===== config.mk =====
export PLATFORM = sky130hd
export DESIGN_NAME = holt_smoother_2d_spike_clamp_flat
export DESIGN_NICKNAME = d
export VERILOG_FILES = /design/src/hsc_pkg.sv /design/src/hsc_in_if.sv /design/src/hsc_out_if.sv /design/src/holt_smoother_2d_spike_clamp.sv /design/src/flat_wrapper.sv
export SDC_FILE = /design/constraint.sdc
export NUM_CORES = 2
export LEC_CHECK = 0
export ABC_AREA = 1
export BUFFER_PORTS_ARGS = -buffer_cell sky130_fd_sc_hd__buf_4
export CELL_PAD_IN_SITES_DETAIL_PLACEMENT = 1
export CELL_PAD_IN_SITES_GLOBAL_PLACEMENT = 1
export CORE_MARGIN = 3
export CORE_UTILIZATION = 53
export DETAILED_ROUTE_END_ITERATION = 7
export GPL_TIMING_DRIVEN = 0
export HOLD_SLACK_MARGIN = 0.06
export PLACE_DENSITY_LB_ADDON = 0.25
export SLEW_MARGIN = 0
export SYNTH_ARGS = -nofsm -noshare
export SYNTH_HDL_FRONTEND = slang
export SYNTH_SLANG_ARGS = --single-unit

===== constraint.sdc =====
create_clock -name clk -period 43 [get_ports clk]
set_input_delay 8.6 -clock clk [delete_from_list [all_inputs] [get_ports clk]]
set_output_delay 8.6 -clock clk [all_outputs]
set_load 0.05 [all_outputs]

===== src/hsc_pkg.sv =====
// hsc_pkg: widths, fixed-point constants and codes for the holt smoother
// with spike clamp; used by the channel interfaces and the top level
package hsc_pkg;

  localparam int COORD_W    = 18;
  localparam int FRAC_BITS  = 16;
  localparam int TREND_W    = COORD_W + 2;
  localparam int GAIN_W     = 17;
  localparam int HIST_W     = 8;
  localparam int CFG_IDX_W  = 2;
  localparam int CFG_DATA_W = 17;
  localparam int DIFF_W     = COORD_W + 1;
  localparam int SUM_W      = COORD_W + 3;
  localparam int MUL_W      = 23;
  localparam int PROD_W     = 2 * MUL_W;
  localparam int DIV5_SHIFT = 24;

  typedef logic signed [COORD_W-1:0] coord_t;
  typedef logic signed [TREND_W-1:0] trend_t;
  typedef logic [GAIN_W-1:0]         gain_t;

  // register indexes
  localparam logic [CFG_IDX_W-1:0] CFG_ALPHA   = 2'd0;
  localparam logic [CFG_IDX_W-1:0] CFG_BETA    = 2'd1;
  localparam logic [CFG_IDX_W-1:0] CFG_HISTLEN = 2'd2;

  // operation codes
  localparam logic OP_SMOOTH = 1'b0;
  localparam logic OP_CLEAR  = 1'b1;

  localparam gain_t GAIN_ONE      = 17'd65536;
  localparam gain_t ALPHA_RESET   = 17'd16384;
  localparam gain_t BETA_RESET    = 17'd9830;
  localparam logic [HIST_W-1:0] HISTLEN_RESET   = 8'd5;
  localparam logic [HIST_W-1:0] CLAMP_MIN_COUNT = 8'd3;

  // floor(0.0225 * 2^32)
  localparam logic signed [PROD_W-1:0] SPIKE_LIMIT_SQ = 46'sd96636764;

  // floor(n/5) = (n * ceil(2^24/5)) >> 24 for 0 <= n < 2^21
  localparam logic signed [MUL_W-1:0] DIV5_MUL  = 23'sd3355444;
  localparam logic [SUM_W-1:0]        DIV5_BIAS = 21'd1310720;
  localparam logic [TREND_W-1:0]      DIV5_OFS  = 20'd262144;

  localparam logic signed [PROD_W-1:0] COORD_MAX_P = 46'sd131071;
  localparam logic signed [PROD_W-1:0] COORD_MIN_P = -46'sd131072;
  localparam logic signed [PROD_W-1:0] TREND_MAX_P = 46'sd524287;
  localparam logic signed [PROD_W-1:0] TREND_MIN_P = -46'sd524288;

  localparam coord_t COORD_MAX = 18'sh1FFFF;
  localparam coord_t COORD_MIN = 18'sh20000;
  localparam trend_t TREND_MAX = 20'sh7FFFF;
  localparam trend_t TREND_MIN = 20'sh80000;

endpackage


===== src/hsc_in_if.sv =====
// hsc_in_if: request channel of raw points into the smoother
// depends on hsc_pkg for the coordinate type
interface hsc_in_if;
  logic           valid;
  logic           ready;
  logic           operation;
  hsc_pkg::coord_t x_in;
  hsc_pkg::coord_t y_in;

  modport source (output valid, output operation, output x_in, output y_in, input ready);
  modport sink   (input valid, input operation, input x_in, input y_in, output ready);
endinterface


===== src/hsc_out_if.sv =====
// hsc_out_if: channel of smoothed points out of the smoother
// depends on hsc_pkg for the coordinate type
interface hsc_out_if;
  logic           valid;
  logic           ready;
  hsc_pkg::coord_t x_out;
  hsc_pkg::coord_t y_out;

  modport source (output valid, output x_out, output y_out, input ready);
  modport sink   (input valid, input x_out, input y_out, output ready);
endinterface


===== src/holt_smoother_2d_spike_clamp.sv =====
// holt_smoother_2d_spike_clamp: 2d holt smoother with spike clamp, one shared
// 23x23 multiplier under a small sequencer; uses hsc_pkg, hsc_in_if, hsc_out_if
// sequence: a clear resets the state while idle; a first sample loads the level and goes
//   straight to the output state; a primed sample runs one multiply a cycle through
//   2 squares, 2 clamp divides when clamped and 4 products per axis, then loads the result
// flow: requests are taken only in idle; stalls in the output state while a result is unread
// reset: synchronous active-low rst_n clears state and loads register defaults
module holt_smoother_2d_spike_clamp (
  input  logic                             clk,
  input  logic                             rst_n,
  hsc_in_if.sink                           in_chan,
  hsc_out_if.source                        out_chan,
  input  logic                             cfg_we,
  input  logic [hsc_pkg::CFG_IDX_W-1:0]    cfg_index,
  input  logic [hsc_pkg::CFG_DATA_W-1:0]   cfg_data
);

  localparam logic [3:0] S_IDLE = 4'd0;
  localparam logic [3:0] S_SQX  = 4'd1;
  localparam logic [3:0] S_SQY  = 4'd2;
  localparam logic [3:0] S_CLX  = 4'd3;
  localparam logic [3:0] S_CLY  = 4'd4;
  localparam logic [3:0] S_LV1  = 4'd5;
  localparam logic [3:0] S_LV2  = 4'd6;
  localparam logic [3:0] S_TR1  = 4'd7;
  localparam logic [3:0] S_TR2  = 4'd8;
  localparam logic [3:0] S_OUT  = 4'd9;

  logic [3:0]                         state_r, state_nxt;
  logic                               axis_r, axis_nxt;
  logic                               primed_r, primed_nxt;
  hsc_pkg::gain_t                     alpha_r, beta_r;
  logic [hsc_pkg::HIST_W-1:0]         histlen_r;
  logic [hsc_pkg::HIST_W-1:0]         count_r, count_nxt;
  hsc_pkg::coord_t                    level_x_r, level_x_nxt, level_y_r, level_y_nxt;
  hsc_pkg::trend_t                    trend_x_r, trend_x_nxt, trend_y_r, trend_y_nxt;
  hsc_pkg::coord_t                    x_r, x_nxt, y_r, y_nxt;
  logic signed [hsc_pkg::DIFF_W-1:0]  diff_r, diff_nxt;
  logic signed [hsc_pkg::PROD_W-1:0]  acc_r, acc_nxt;
  logic                               out_valid_r;
  hsc_pkg::coord_t                    out_x_r, out_y_r;

  hsc_pkg::coord_t                    sample_sel, level_sel;
  hsc_pkg::trend_t                    trend_sel;
  logic signed [hsc_pkg::DIFF_W-1:0]  dev_w, new_diff;
  logic [hsc_pkg::SUM_W-1:0]          div_num;
  logic signed [hsc_pkg::SUM_W-1:0]   lt_sum;
  hsc_pkg::gain_t                     alpha_c, beta_c;
  logic signed [hsc_pkg::MUL_W-1:0]   mul_a, mul_b;
  logic signed [hsc_pkg::PROD_W-1:0]  prod, acc_sum, sh_w;
  hsc_pkg::coord_t                    lvl_sat, clamped;
  hsc_pkg::trend_t                    trd_sat, clamp_sum;
  logic                               in_acc, out_free;

  assign in_chan.ready  = (state_r == S_IDLE);
  assign in_acc         = in_chan.valid && (state_r == S_IDLE);
  assign out_free       = !out_valid_r || out_chan.ready;
  assign out_chan.valid = out_valid_r;
  assign out_chan.x_out = out_x_r;
  assign out_chan.y_out = out_y_r;

  // per-axis operand selection
  assign sample_sel = axis_r ? y_r : x_r;
  assign level_sel  = axis_r ? level_y_r : level_x_r;
  assign trend_sel  = axis_r ? trend_y_r : trend_x_r;
  assign dev_w      = {sample_sel[hsc_pkg::COORD_W-1], sample_sel}
                    - {level_sel[hsc_pkg::COORD_W-1], level_sel};
  assign div_num    = {{2{dev_w[hsc_pkg::DIFF_W-1]}}, dev_w} + hsc_pkg::DIV5_BIAS;
  assign lt_sum     = {{3{level_sel[hsc_pkg::COORD_W-1]}}, level_sel}
                    + {trend_sel[hsc_pkg::TREND_W-1], trend_sel};
  assign alpha_c    = hsc_pkg::GAIN_ONE - alpha_r;
  assign beta_c     = hsc_pkg::GAIN_ONE - beta_r;

  always_comb begin
    case (state_r)
      S_SQX, S_SQY: begin
        mul_a = {{4{dev_w[hsc_pkg::DIFF_W-1]}}, dev_w};
        mul_b = {{4{dev_w[hsc_pkg::DIFF_W-1]}}, dev_w};
      end
      S_CLX, S_CLY: begin
        mul_a = {2'b00, div_num};
        mul_b = hsc_pkg::DIV5_MUL;
      end
      S_LV1: begin
        mul_a = {6'd0, alpha_r};
        mul_b = {{5{sample_sel[hsc_pkg::COORD_W-1]}}, sample_sel};
      end
      S_LV2: begin
        mul_a = {6'd0, alpha_c};
        mul_b = {{2{lt_sum[hsc_pkg::SUM_W-1]}}, lt_sum};
      end
      S_TR1: begin
        mul_a = {6'd0, beta_r};
        mul_b = {{4{diff_r[hsc_pkg::DIFF_W-1]}}, diff_r};
      end
      S_TR2: begin
        mul_a = {6'd0, beta_c};
        mul_b = {{3{trend_sel[hsc_pkg::TREND_W-1]}}, trend_sel};
      end
      default: begin
        mul_a = '0;
        mul_b = '0;
      end
    endcase
  end

  assign prod    = mul_a * mul_b;
  assign acc_sum = acc_r + prod;
  assign sh_w    = acc_sum >>> hsc_pkg::FRAC_BITS;

  always_comb begin
    if (sh_w > hsc_pkg::COORD_MAX_P) begin
      lvl_sat = hsc_pkg::COORD_MAX;
    end else if (sh_w < hsc_pkg::COORD_MIN_P) begin
      lvl_sat = hsc_pkg::COORD_MIN;
    end else begin
      lvl_sat = sh_w[hsc_pkg::COORD_W-1:0];
    end
    if (sh_w > hsc_pkg::TREND_MAX_P) begin
      trd_sat = hsc_pkg::TREND_MAX;
    end else if (sh_w < hsc_pkg::TREND_MIN_P) begin
      trd_sat = hsc_pkg::TREND_MIN;
    end else begin
      trd_sat = sh_w[hsc_pkg::TREND_W-1:0];
    end
  end

  assign new_diff  = {lvl_sat[hsc_pkg::COORD_W-1], lvl_sat}
                   - {level_sel[hsc_pkg::COORD_W-1], level_sel};
  // level + floor(dev/5), the bias undone after the reciprocal multiply
  assign clamp_sum = {{2{level_sel[hsc_pkg::COORD_W-1]}}, level_sel}
                   + prod[hsc_pkg::DIV5_SHIFT+hsc_pkg::TREND_W-1:hsc_pkg::DIV5_SHIFT]
                   - hsc_pkg::DIV5_OFS;
  assign clamped   = clamp_sum[hsc_pkg::COORD_W-1:0];

  always_comb begin
    state_nxt   = state_r;
    axis_nxt    = axis_r;
    primed_nxt  = primed_r;
    count_nxt   = count_r;
    level_x_nxt = level_x_r;
    level_y_nxt = level_y_r;
    trend_x_nxt = trend_x_r;
    trend_y_nxt = trend_y_r;
    x_nxt       = x_r;
    y_nxt       = y_r;
    diff_nxt    = diff_r;
    acc_nxt     = acc_r;
    case (state_r)
      S_IDLE: begin
        if (in_acc) begin
          if (in_chan.operation == hsc_pkg::OP_CLEAR) begin
            primed_nxt  = 1'b0;
            count_nxt   = '0;
            level_x_nxt = '0;
            level_y_nxt = '0;
            trend_x_nxt = '0;
            trend_y_nxt = '0;
          end else if (!primed_r) begin
            primed_nxt  = 1'b1;
            count_nxt   = 8'd1;
            level_x_nxt = in_chan.x_in;
            level_y_nxt = in_chan.y_in;
            trend_x_nxt = '0;
            trend_y_nxt = '0;
            state_nxt   = S_OUT;
          end else begin
            x_nxt     = in_chan.x_in;
            y_nxt     = in_chan.y_in;
            axis_nxt  = 1'b0;
            state_nxt = S_SQX;
          end
        end
      end
      S_SQX: begin
        acc_nxt   = prod;
        axis_nxt  = 1'b1;
        state_nxt = S_SQY;
      end
      S_SQY: begin
        axis_nxt  = 1'b0;
        state_nxt = ((acc_sum > hsc_pkg::SPIKE_LIMIT_SQ)
                    && (count_r >= hsc_pkg::CLAMP_MIN_COUNT)) ? S_CLX : S_LV1;
      end
      S_CLX: begin
        x_nxt     = clamped;
        axis_nxt  = 1'b1;
        state_nxt = S_CLY;
      end
      S_CLY: begin
        y_nxt     = clamped;
        axis_nxt  = 1'b0;
        state_nxt = S_LV1;
      end
      S_LV1: begin
        acc_nxt   = prod;
        state_nxt = S_LV2;
      end
      S_LV2: begin
        diff_nxt = new_diff;
        if (axis_r) begin
          level_y_nxt = lvl_sat;
        end else begin
          level_x_nxt = lvl_sat;
        end
        state_nxt = S_TR1;
      end
      S_TR1: begin
        acc_nxt   = prod;
        state_nxt = S_TR2;
      end
      S_TR2: begin
        if (axis_r) begin
          trend_y_nxt = trd_sat;
          if (count_r < histlen_r) begin
            count_nxt = count_r + 8'd1;
          end
          state_nxt = S_OUT;
        end else begin
          trend_x_nxt = trd_sat;
          axis_nxt    = 1'b1;
          state_nxt   = S_LV1;
        end
      end
      S_OUT: begin
        if (out_free) begin
          state_nxt = S_IDLE;
        end
      end
      default: begin
        state_nxt = S_IDLE;
      end
    endcase
  end

  always_ff @(posedge clk) begin
    if (!rst_n) begin
      state_r     <= S_IDLE;
      axis_r      <= 1'b0;
      primed_r    <= 1'b0;
      count_r     <= '0;
      level_x_r   <= '0;
      level_y_r   <= '0;
      trend_x_r   <= '0;
      trend_y_r   <= '0;
      out_valid_r <= 1'b0;
      alpha_r     <= hsc_pkg::ALPHA_RESET;
      beta_r      <= hsc_pkg::BETA_RESET;
      histlen_r   <= hsc_pkg::HISTLEN_RESET;
    end else begin
      state_r   <= state_nxt;
      axis_r    <= axis_nxt;
      primed_r  <= primed_nxt;
      count_r   <= count_nxt;
      level_x_r <= level_x_nxt;
      level_y_r <= level_y_nxt;
      trend_x_r <= trend_x_nxt;
      trend_y_r <= trend_y_nxt;
      if (state_r == S_OUT && out_free) begin
        out_valid_r <= 1'b1;
      end else if (out_chan.ready) begin
        out_valid_r <= 1'b0;
      end
      // invalid values leave the register as is
      if (cfg_we) begin
        case (cfg_index)
          hsc_pkg::CFG_ALPHA: begin
            if (cfg_data != '0 && cfg_data <= hsc_pkg::GAIN_ONE) begin
              alpha_r <= cfg_data;
            end
          end
          hsc_pkg::CFG_BETA: begin
            if (cfg_data <= hsc_pkg::GAIN_ONE) begin
              beta_r <= cfg_data;
            end
          end
          hsc_pkg::CFG_HISTLEN: begin
            if (cfg_data[hsc_pkg::HIST_W-1:0] != '0) begin
              histlen_r <= cfg_data[hsc_pkg::HIST_W-1:0];
            end
          end
          default: begin
          end
        endcase
      end
    end
  end

  // datapath registers without reset
  always_ff @(posedge clk) begin
    x_r    <= x_nxt;
    y_r    <= y_nxt;
    diff_r <= diff_nxt;
    acc_r  <= acc_nxt;
    if (state_r == S_OUT && out_free) begin
      out_x_r <= level_x_r;
      out_y_r <= level_y_r;
    end
  end

  a_unprimed_empty: assert property (@(posedge clk) disable iff (!rst_n)
    !primed_r |-> (count_r == '0) && (trend_x_r == '0) && (trend_y_r == '0))
    else $error("unprimed smoother holds history or trend");

  a_clear_resets: assert property (@(posedge clk) disable iff (!rst_n)
    in_acc && (in_chan.operation == hsc_pkg::OP_CLEAR)
    |=> !primed_r && (state_r == S_IDLE) && (level_x_r == '0) && (level_y_r == '0))
    else $error("clear request did not reset the state");

  a_start_on_request: assert property (@(posedge clk) disable iff (!rst_n)
    (state_r == S_IDLE) && !in_chan.valid |=> (state_r == S_IDLE))
    else $error("sequencer left idle without a request");

  a_result_is_level: assert property (@(posedge clk) disable iff (!rst_n)
    $past(rst_n) && $past(state_r == S_OUT && out_free)
    |-> out_valid_r && (out_x_r == level_x_r) && (out_y_r == level_y_r))
    else $error("result does not match the stored level");

  a_count_bounded: assert property (@(posedge clk) disable iff (!rst_n)
    (state_r == S_TR2) && axis_r && (count_r < histlen_r) |=> (count_r == $past(count_r) + 8'd1))
    else $error("history count did not advance");

endmodule


===== src/flat_wrapper.sv =====
// flat-port wrapper written by rule: the top's interface ports become plain ports
module holt_smoother_2d_spike_clamp_flat 
  (clk, rst_n, cfg_we, cfg_index, cfg_data, in_chan_valid, in_chan_operation, in_chan_x_in, in_chan_y_in, in_chan_ready, out_chan_valid, out_chan_x_out, out_chan_y_out, out_chan_ready);
  hsc_in_if in_chan_i ();
  hsc_out_if out_chan_i ();
  input  logic clk;
  input  logic rst_n;
  input  logic cfg_we;
  input  logic [hsc_pkg::CFG_IDX_W-1:0] cfg_index;
  input  logic [hsc_pkg::CFG_DATA_W-1:0] cfg_data;
  input wire logic [$bits(in_chan_i.valid)-1:0] in_chan_valid;
  input wire logic [$bits(in_chan_i.operation)-1:0] in_chan_operation;
  input wire logic [$bits(in_chan_i.x_in)-1:0] in_chan_x_in;
  input wire logic [$bits(in_chan_i.y_in)-1:0] in_chan_y_in;
  output wire logic [$bits(in_chan_i.ready)-1:0] in_chan_ready;
  output wire logic [$bits(out_chan_i.valid)-1:0] out_chan_valid;
  output wire logic [$bits(out_chan_i.x_out)-1:0] out_chan_x_out;
  output wire logic [$bits(out_chan_i.y_out)-1:0] out_chan_y_out;
  input wire logic [$bits(out_chan_i.ready)-1:0] out_chan_ready;
  assign in_chan_i.valid = in_chan_valid;
  assign in_chan_i.operation = in_chan_operation;
  assign in_chan_i.x_in = in_chan_x_in;
  assign in_chan_i.y_in = in_chan_y_in;
  assign in_chan_ready = in_chan_i.ready;
  assign out_chan_valid = out_chan_i.valid;
  assign out_chan_x_out = out_chan_i.x_out;
  assign out_chan_y_out = out_chan_i.y_out;
  assign out_chan_i.ready = out_chan_ready;
  holt_smoother_2d_spike_clamp u_core (.clk(clk), .rst_n(rst_n), .in_chan(in_chan_i), .out_chan(out_chan_i), .cfg_we(cfg_we), .cfg_index(cfg_index), .cfg_data(cfg_data));
endmodule

# ---- Yosys cells after proc, flatten, opt, wreduce, memory -nomap -nowiden
# Cells that the tools add are included.
# W data, S select, Z words.
dict set report op_classes {
  add_sub_neg 10
  n_mux 54
  mul 1
  magnitude_cmp 8
  n_reduce_logical 34
  n_eq_ne 21
}
# op count
set op_table {}
lappend op_table {{$mux W18} 18}
lappend op_table {{$pmux W23 S6} 2}
lappend op_table {{$mux W20} 8}
lappend op_table {{$pmux W18 S2} 4}
lappend op_table {{$pmux W20 S2} 2}
lappend op_table {{$add A46 B46 Y46} 1}
lappend op_table {{$gt A46 B28 Y1 const B} 1}
lappend op_table {{$mul A23 B23 Y46} 1}
lappend op_table {{$mux W8} 5}
lappend op_table {{$pmux W4 S10} 1}
lappend op_table {{$sub A18 B18 Y19} 2}
lappend op_table {{$sub A17 B17 Y17 const A} 2}
lappend op_table {{$gt A30 B18 Y1 const B} 1}
lappend op_table {{$gt A30 B20 Y1 const B} 1}
lappend op_table {{$lt A30 B18 Y1 const B} 1}
lappend op_table {{$lt A30 B20 Y1 const B} 1}
lappend op_table {{$reduce_and A4 Y1} 7}
lappend op_table {{$add A18 B20 Y21} 1}
lappend op_table {{$add A21 B21 Y21 const B} 1}
lappend op_table {{$mux W4} 5}
lappend op_table {{$add A18 B18 Y18} 1}
lappend op_table {{$sub A18 B1 Y18 const B} 1}
lappend op_table {{$le A17 B17 Y1 const B} 1}
lappend op_table {{$reduce_bool A17 Y1} 1}
lappend op_table {{29 further kinds} 59}
dict set report word_totals {
  word_cells 146
  regBits 270
}

# ---- Logic depth before layout (Yosys ltp)
dict set report logic_depth {
  ltp_word 11
  mapped_depth 89
  ltp_nobuf 83
}

# ---- Least setup slack after synthesis
# OpenSTA, ideal clock, no wires.
dict set report synth_timing {
  path_type {register to register}
  startpoint {register u_core.axis_r}
  endpoint {register u_core.diff_r[18] in the netlist's numbering (data pin)}
  n_path_buf 6
  period_less_slack_ns 14.148
  path_stages_with_launch 76
  slack_ns 28.852
  arrival_time_ns 13.886
  cell_sequence {dfxtp_1 -> inv_1 -> clkbuf_1 -> clkbuf_1 -> clkbuf_1 -> clkbuf_1 -> nand2_1 -> nand2_1 -> ha_1 -> inv_1 -> fa_1 -> nand3_1 -> nand2_1 -> nand2_1 -> o211ai_1 -> nand3_1 -> o2111ai_1 -> nand3_1 -> (+40 left out) -> buf_2 -> nand3_1 -> nand2_1 -> inv_1 -> ha_1 -> fa_1 -> o21ai_0 -> a21oi_1 -> o21ai_0 -> a21oi_1 -> o21ai_0 -> a21oi_1 -> o21bai_1 -> nand2_1 -> nand2_1 -> nand2_1 -> a21oi_1 -> o22ai_1}
}
dict set report synth_via {
  elab_chain_cells 10
  word_cells_on_any_way 15
  cone_classes {5 x add/sub; 1 x mul; 2 x order compare; 7 x mux}
}
# element line_no
set synth_rtl {}
lappend synth_rtl {{from (decl)} holt_smoother_2d_spike_clamp.sv:30} ;# logic axis_r, axis_nxt;
lappend synth_rtl {{from (signal assigned)} holt_smoother_2d_spike_clamp.sv:252} ;# axis_r <= axis_nxt;
lappend synth_rtl {{$mux W18 (on tied branches)} {holt_smoother_2d_spike_clamp.sv:63, holt_smoother_2d_spike_clamp.sv:64}}
lappend synth_rtl {{$sub A18 B18 Y19} holt_smoother_2d_spike_clamp.sv:67} ;# - {level_sel[hsc_pkg::COORD_W-1], level_sel};
lappend synth_rtl {{$add A21 B21 Y21} holt_smoother_2d_spike_clamp.sv:68} ;# assign div_num = {{2{dev_w[hsc_pkg::DIFF_W-1]}}, dev_w} + hsc_pkg::DIV5_BIAS;
lappend synth_rtl {{$pmux W23 S6} holt_smoother_2d_spike_clamp.sv:75} ;# case (state_r)
lappend synth_rtl {{$mul A23 B23 Y46 *} holt_smoother_2d_spike_clamp.sv:107} ;# assign prod = mul_a * mul_b;
lappend synth_rtl {{net u_core.prod (one bit)} holt_smoother_2d_spike_clamp.sv:50} ;# logic signed [hsc_pkg::PROD_W-1:0] prod, acc_sum, sh_w;
lappend synth_rtl {{$add A46 B46 Y46 *} holt_smoother_2d_spike_clamp.sv:108} ;# assign acc_sum = acc_r + prod;
lappend synth_rtl {{$lt A30 B18 Y1} holt_smoother_2d_spike_clamp.sv:114} ;# end else if (sh_w < hsc_pkg::COORD_MIN_P) begin
lappend synth_rtl {{$mux W18} holt_smoother_2d_spike_clamp.sv:114}
lappend synth_rtl {{$mux W18 *} holt_smoother_2d_spike_clamp.sv:112} ;# if (sh_w > hsc_pkg::COORD_MAX_P) begin
lappend synth_rtl {{$sub A18 B18 Y19 *} holt_smoother_2d_spike_clamp.sv:129} ;# - {level_sel[hsc_pkg::COORD_W-1], level_sel};
lappend synth_rtl {{net u_core.new_diff (one bit)} holt_smoother_2d_spike_clamp.sv:45} ;# logic signed [hsc_pkg::DIFF_W-1:0] dev_w, new_diff;
lappend synth_rtl {{to (signal assigned)} holt_smoother_2d_spike_clamp.sv:293} ;# diff_r <= diff_nxt;
lappend synth_rtl {{to (decl)} holt_smoother_2d_spike_clamp.sv:38} ;# logic signed [hsc_pkg::DIFF_W-1:0] diff_r, diff_nxt;
# Mark *: on every way through the listed nets, which the timed path passes. The rest lies on a longest branch.
# A chain may end at the register's enable or synchronous reset.

# ---- Worst setup path in the final report
# Same ends and word-level chain as after synthesis.

==> summary.log <==
INFO  cells_and_area layout_common_cells=1207 x sky130_fd_sc_hd__nand2_1, 1020 x sky130_fd_sc_hd__inv_1, 553 x sky130_fd_sc_hd__fa_1
INFO  cells_and_area syn2layout_area_growth=8.01%
INFO  yosys          ys_dominant_reg_cell=sky130_fd_sc_hd__edfxtp_1
INFO  cells_and_area final_layout_size_suffix_gt1_frac=0.0515
INFO  yosys          post_synth_inst_count=5022
INFO  setup_path     cpMostUsedCell=sky130_fd_sc_hd__nand2_1
INFO  die            die-width=275um
INFO  routing        detailroute.via_count=37000
INFO  cells_and_area finalInstanceArea=41400um2
INFO  yosys          most_area_consuming_cells_after_synthesis=sky130_fd_sc_hd__fa_1 29%, sky130_fd_sc_hd__nand2_1 12%, sky130_fd_sc_hd__edfxtp_1 11%
INFO  die            die_y_extent=275um
INFO  setup_path     worst-endpoint-required=43.36ns
INFO  routing        vias_per_cell=6.04
INFO  run_status     violated_checks=max-capacitance violations, max-slew violations
INFO  cells_and_area mostFrequentLayoutCell=sky130_fd_sc_hd__nand2_1
INFO  yosys          number_of_enable_flip_flop_cells_after_synthesis=137
INFO  clock_network  clock-root-buffer=sky130_fd_sc_hd__clkbuf_16
INFO  worst_hold_path min_to=u_core.out_chan.x_out[8]
INFO  cells_and_area layout.nets=6025
INFO  clock_network  insertion_delay=0.64ns
INFO  timing         hold_viol_final=0
INFO  run_status     status=complete, but fails checks
INFO  global_route   globalRoute.totalOverflow=0
INFO  clock_network  tritoncts.num_buffers=30
INFO  routing        met1_length=57.1mm
INFO  routing        detailed_router_iteration_count_before_antenna_repair=6
INFO  timing         finalClockSkew=0.0732ns
INFO  worst_hold_path hp-start=u_core.level_x_r[8]
INFO  clock_network  clock_tree_from_tritoncts=built
INFO  timing         max_slew.worst_pin.slew=1.54ns
INFO  timing         grt_setup_unrepaired=no
INFO  routing        wl_met2=73.8mm
INFO  global_route   largest_net_degree_at_the_start_of_global_routing=37
INFO  routing        drt_drc_violations_left=0
INFO  yosys          synth_top_area_cell=sky130_fd_sc_hd__fa_1
INFO  clock_network  clkSinkCount=270
INFO  die            initial_core_util=0.536
INFO  worst_hold_path min_path_type=reg2reg
INFO  place          place_worst_setup_slack=22.65ns
INFO  setup_path     timing.critical_path.slowest_cell_delay=0.72ns
INFO  cells_and_area multi_input_combinational_cell_area=27100um2
INFO  timing         final.setup.tns=0ns
INFO  yosys          summed_instance_area_of_the_synthesized_netlist=38400um2
INFO  timing         slew_headroom=-0.0386
INFO  clock_network  path_clk_slew=0.07ns
INFO  place          port-buffer-count=98
INFO  timing         finalWorstSetupSlack=21.48ns
INFO  setup_path     reg2reg_from=u_core.axis_r
INFO  clock_network  clk_path_buf_depth=3
INFO  die            area_of_the_die=75600um2
INFO  routing        dr.first_iter.drc_count=3145
INFO  setup_path     rr_endpoint=u_core.diff_r[18]
INFO  cells_and_area seqCellArea=6780um2
INFO  timing         fmax=0.0465GHz
INFO  setup_path     maximum_fanout_along_the_worst_path=10
INFO  routing        detail_route.wl_per_cell=26.0um
INFO  timing         hold-worst-slack=0.457ns
INFO  routing        antenna_left=0
INFO  timing         setup_viol_count_final=0
INFO  timing         layout_min_cycle_time=21.52ns
INFO  yosys          synth.yosys.seq_area_share=0.177
INFO  cells_and_area number_of_fill_cells_in_the_layout=9139
INFO  setup_path     crit_path_top_delay_cell=sky130_fd_sc_hd__xor2_1
INFO  timing         finalMaxSlewViolations=5
INFO  yosys          synth_seq_cells=270
INFO  yosys          count_of_yosys_warnings_during_synthesis=0
INFO  setup_path     endpoint_arrival_time_on_the_critical_path=21.88ns
INFO  die            rows=98
INFO  setup_path     cp-start-kind=flip-flop
INFO  clock_network  cts.htree.levels=1
INFO  yosys          synth_async_sr_flop_share=0
INFO  global_route   grt_antenna_before_repair=7
INFO  worst_hold_path holdPathStages=0
INFO  global_route   track_usage=0.423
INFO  place          cell_area_placed=40400um2
INFO  clock_network  postCtsSetupBuffers=0
INFO  global_route   grt_pass1_vias=40300
INFO  routing        top_layer=met5
INFO  setup_path     worstSetupEndpointType=flip-flop
INFO  yosys          syn_area_per_cell=7.64um2
INFO  die            core_area=71600um2
INFO  place          detailed_place_hpwl=132mm
INFO  yosys          synthDistinctLibCells=56
INFO  clock_network  cts_hold_buffers=0
INFO  routing        route.met3.wl=14.8mm
INFO  die            io_pins=99
INFO  flow_run       max_cap_viol_count=3
INFO  timing         finalCritPeriodShare=0.501
INFO  setup_path     path_class=reg2reg
INFO  yosys          mappedNetlistNets=5889
INFO  setup_path     timing.reg2reg.setup_slack=21.48ns
INFO  routing        finalWirelength=159mm
INFO  place          gp_routability_congestion=1.00
INFO  clock_network  postCtsResizedCells=0
INFO  setup_path     timing.reg2reg.worst_path_depth=78
INFO  yosys          share_of_the_synthesized_area_in_the_top_cell_type=0.289
INFO  global_route   first_pass_grt_wire_length=239mm
[critical path: cells and delay by family (launching register included)]
| kind | cells | cell delay, ns |
|---|---|---|
| adders and majority gates | 12 | 5.89 |
| and+or+nand+nor | 32 | 5.54 |
| AOI/OAI and AO/OA | 17 | 4.47 |
| buffers and inverters | 16 | 4.07 |
| xor gates and xnor gates | 1 | 0.72 |
| DFF | 1 | 0.40 |
[layer usage]
layer / vias up / track usage
li1: 15900 / -
met1: 18400 / 0.488
met2: 2040 / 0.696
met3: 761 / 0.104
met4: 8 / 0.287
met5: - / 0.000642
[cell type report]
| type | count | share of cell area |
|---|---|---|
| antenna | 3 | 0.000181 |
| buffer | 146 | 0.0144 |
| clock buffer | 37 | 0.0200 |
| timing repair buffer | 104 | 0.0195 |
| multi-input combinational | 3569 | 0.655 |
| inverter | 1037 | 0.0940 |
| clock inverter | 19 | 0.00462 |
| sequential | 270 | 0.164 |
| tap | 950 | 0.0287 |
[cell usage after synthesis, drive strengths merged, types with 26 or more instances]
cell type / instances
a31oi: 46
nor2: 384
ha: 253
inv: 1025
a21oi: 305
nand3: 171
dfxtp: 133
xnor2: 40
or2: 44
nand4: 43
xor2: 64
nand2: 1226
clkbuf: 120
nor3: 30
fa: 553
o21ai: 266
buf: 26
edfxtp: 137
[logic make-up after synthesis]
family | count (synthesis) | synth area share
xor gates and xnor gates | 104 | 0.0237
AOI/OAI and AO/OA | 718 | 0.103
adders and majority gates | 806 | 0.371
and+or+nand+nor | 1938 | 0.207
DFF | 270 | 0.177
buffers and inverters | 1183 | 0.117
muxes | 3 | 0.000783
[sequential cells by signal, indices dropped and copies added, names as in the netlist, 19 cells and up]
register,cells
u_core.trend_x_r,20
u_core.trend_y_r,20
u_core.acc_r,46
u_core.diff_r,19
[per-stage QoR]
stage,utilization,std cells
4_1_cts,0.578,6132
3_5_place_dp,0.564,6076
5_1_grt,0.578,6133
2_1_floorplan,-,5022
6_report,0.578,6135
3_3_place_gp,0.562,6070
[worst max path at each step]
stage	from	end	slack, ns	cells past startpoint
after global routing	u_core.axis_r	u_core.diff_r[18]	20.92	78
after detailed placement	u_core.axis_r	u_core.diff_r[18]	22.65	76
final	u_core.axis_r	u_core.diff_r[18]	21.48	78
after CTS	u_core.axis_r	u_core.diff_r[18]	22.38	76
after floorplan	u_core.axis_r	u_core.diff_r[18]	28.85	75
after global placement	u_core.axis_r	u_core.diff_r[18]	22.91	76
Power is not shown: default switching activity piles up to over one toggle a cycle in this logic, so the estimate is an artifact.
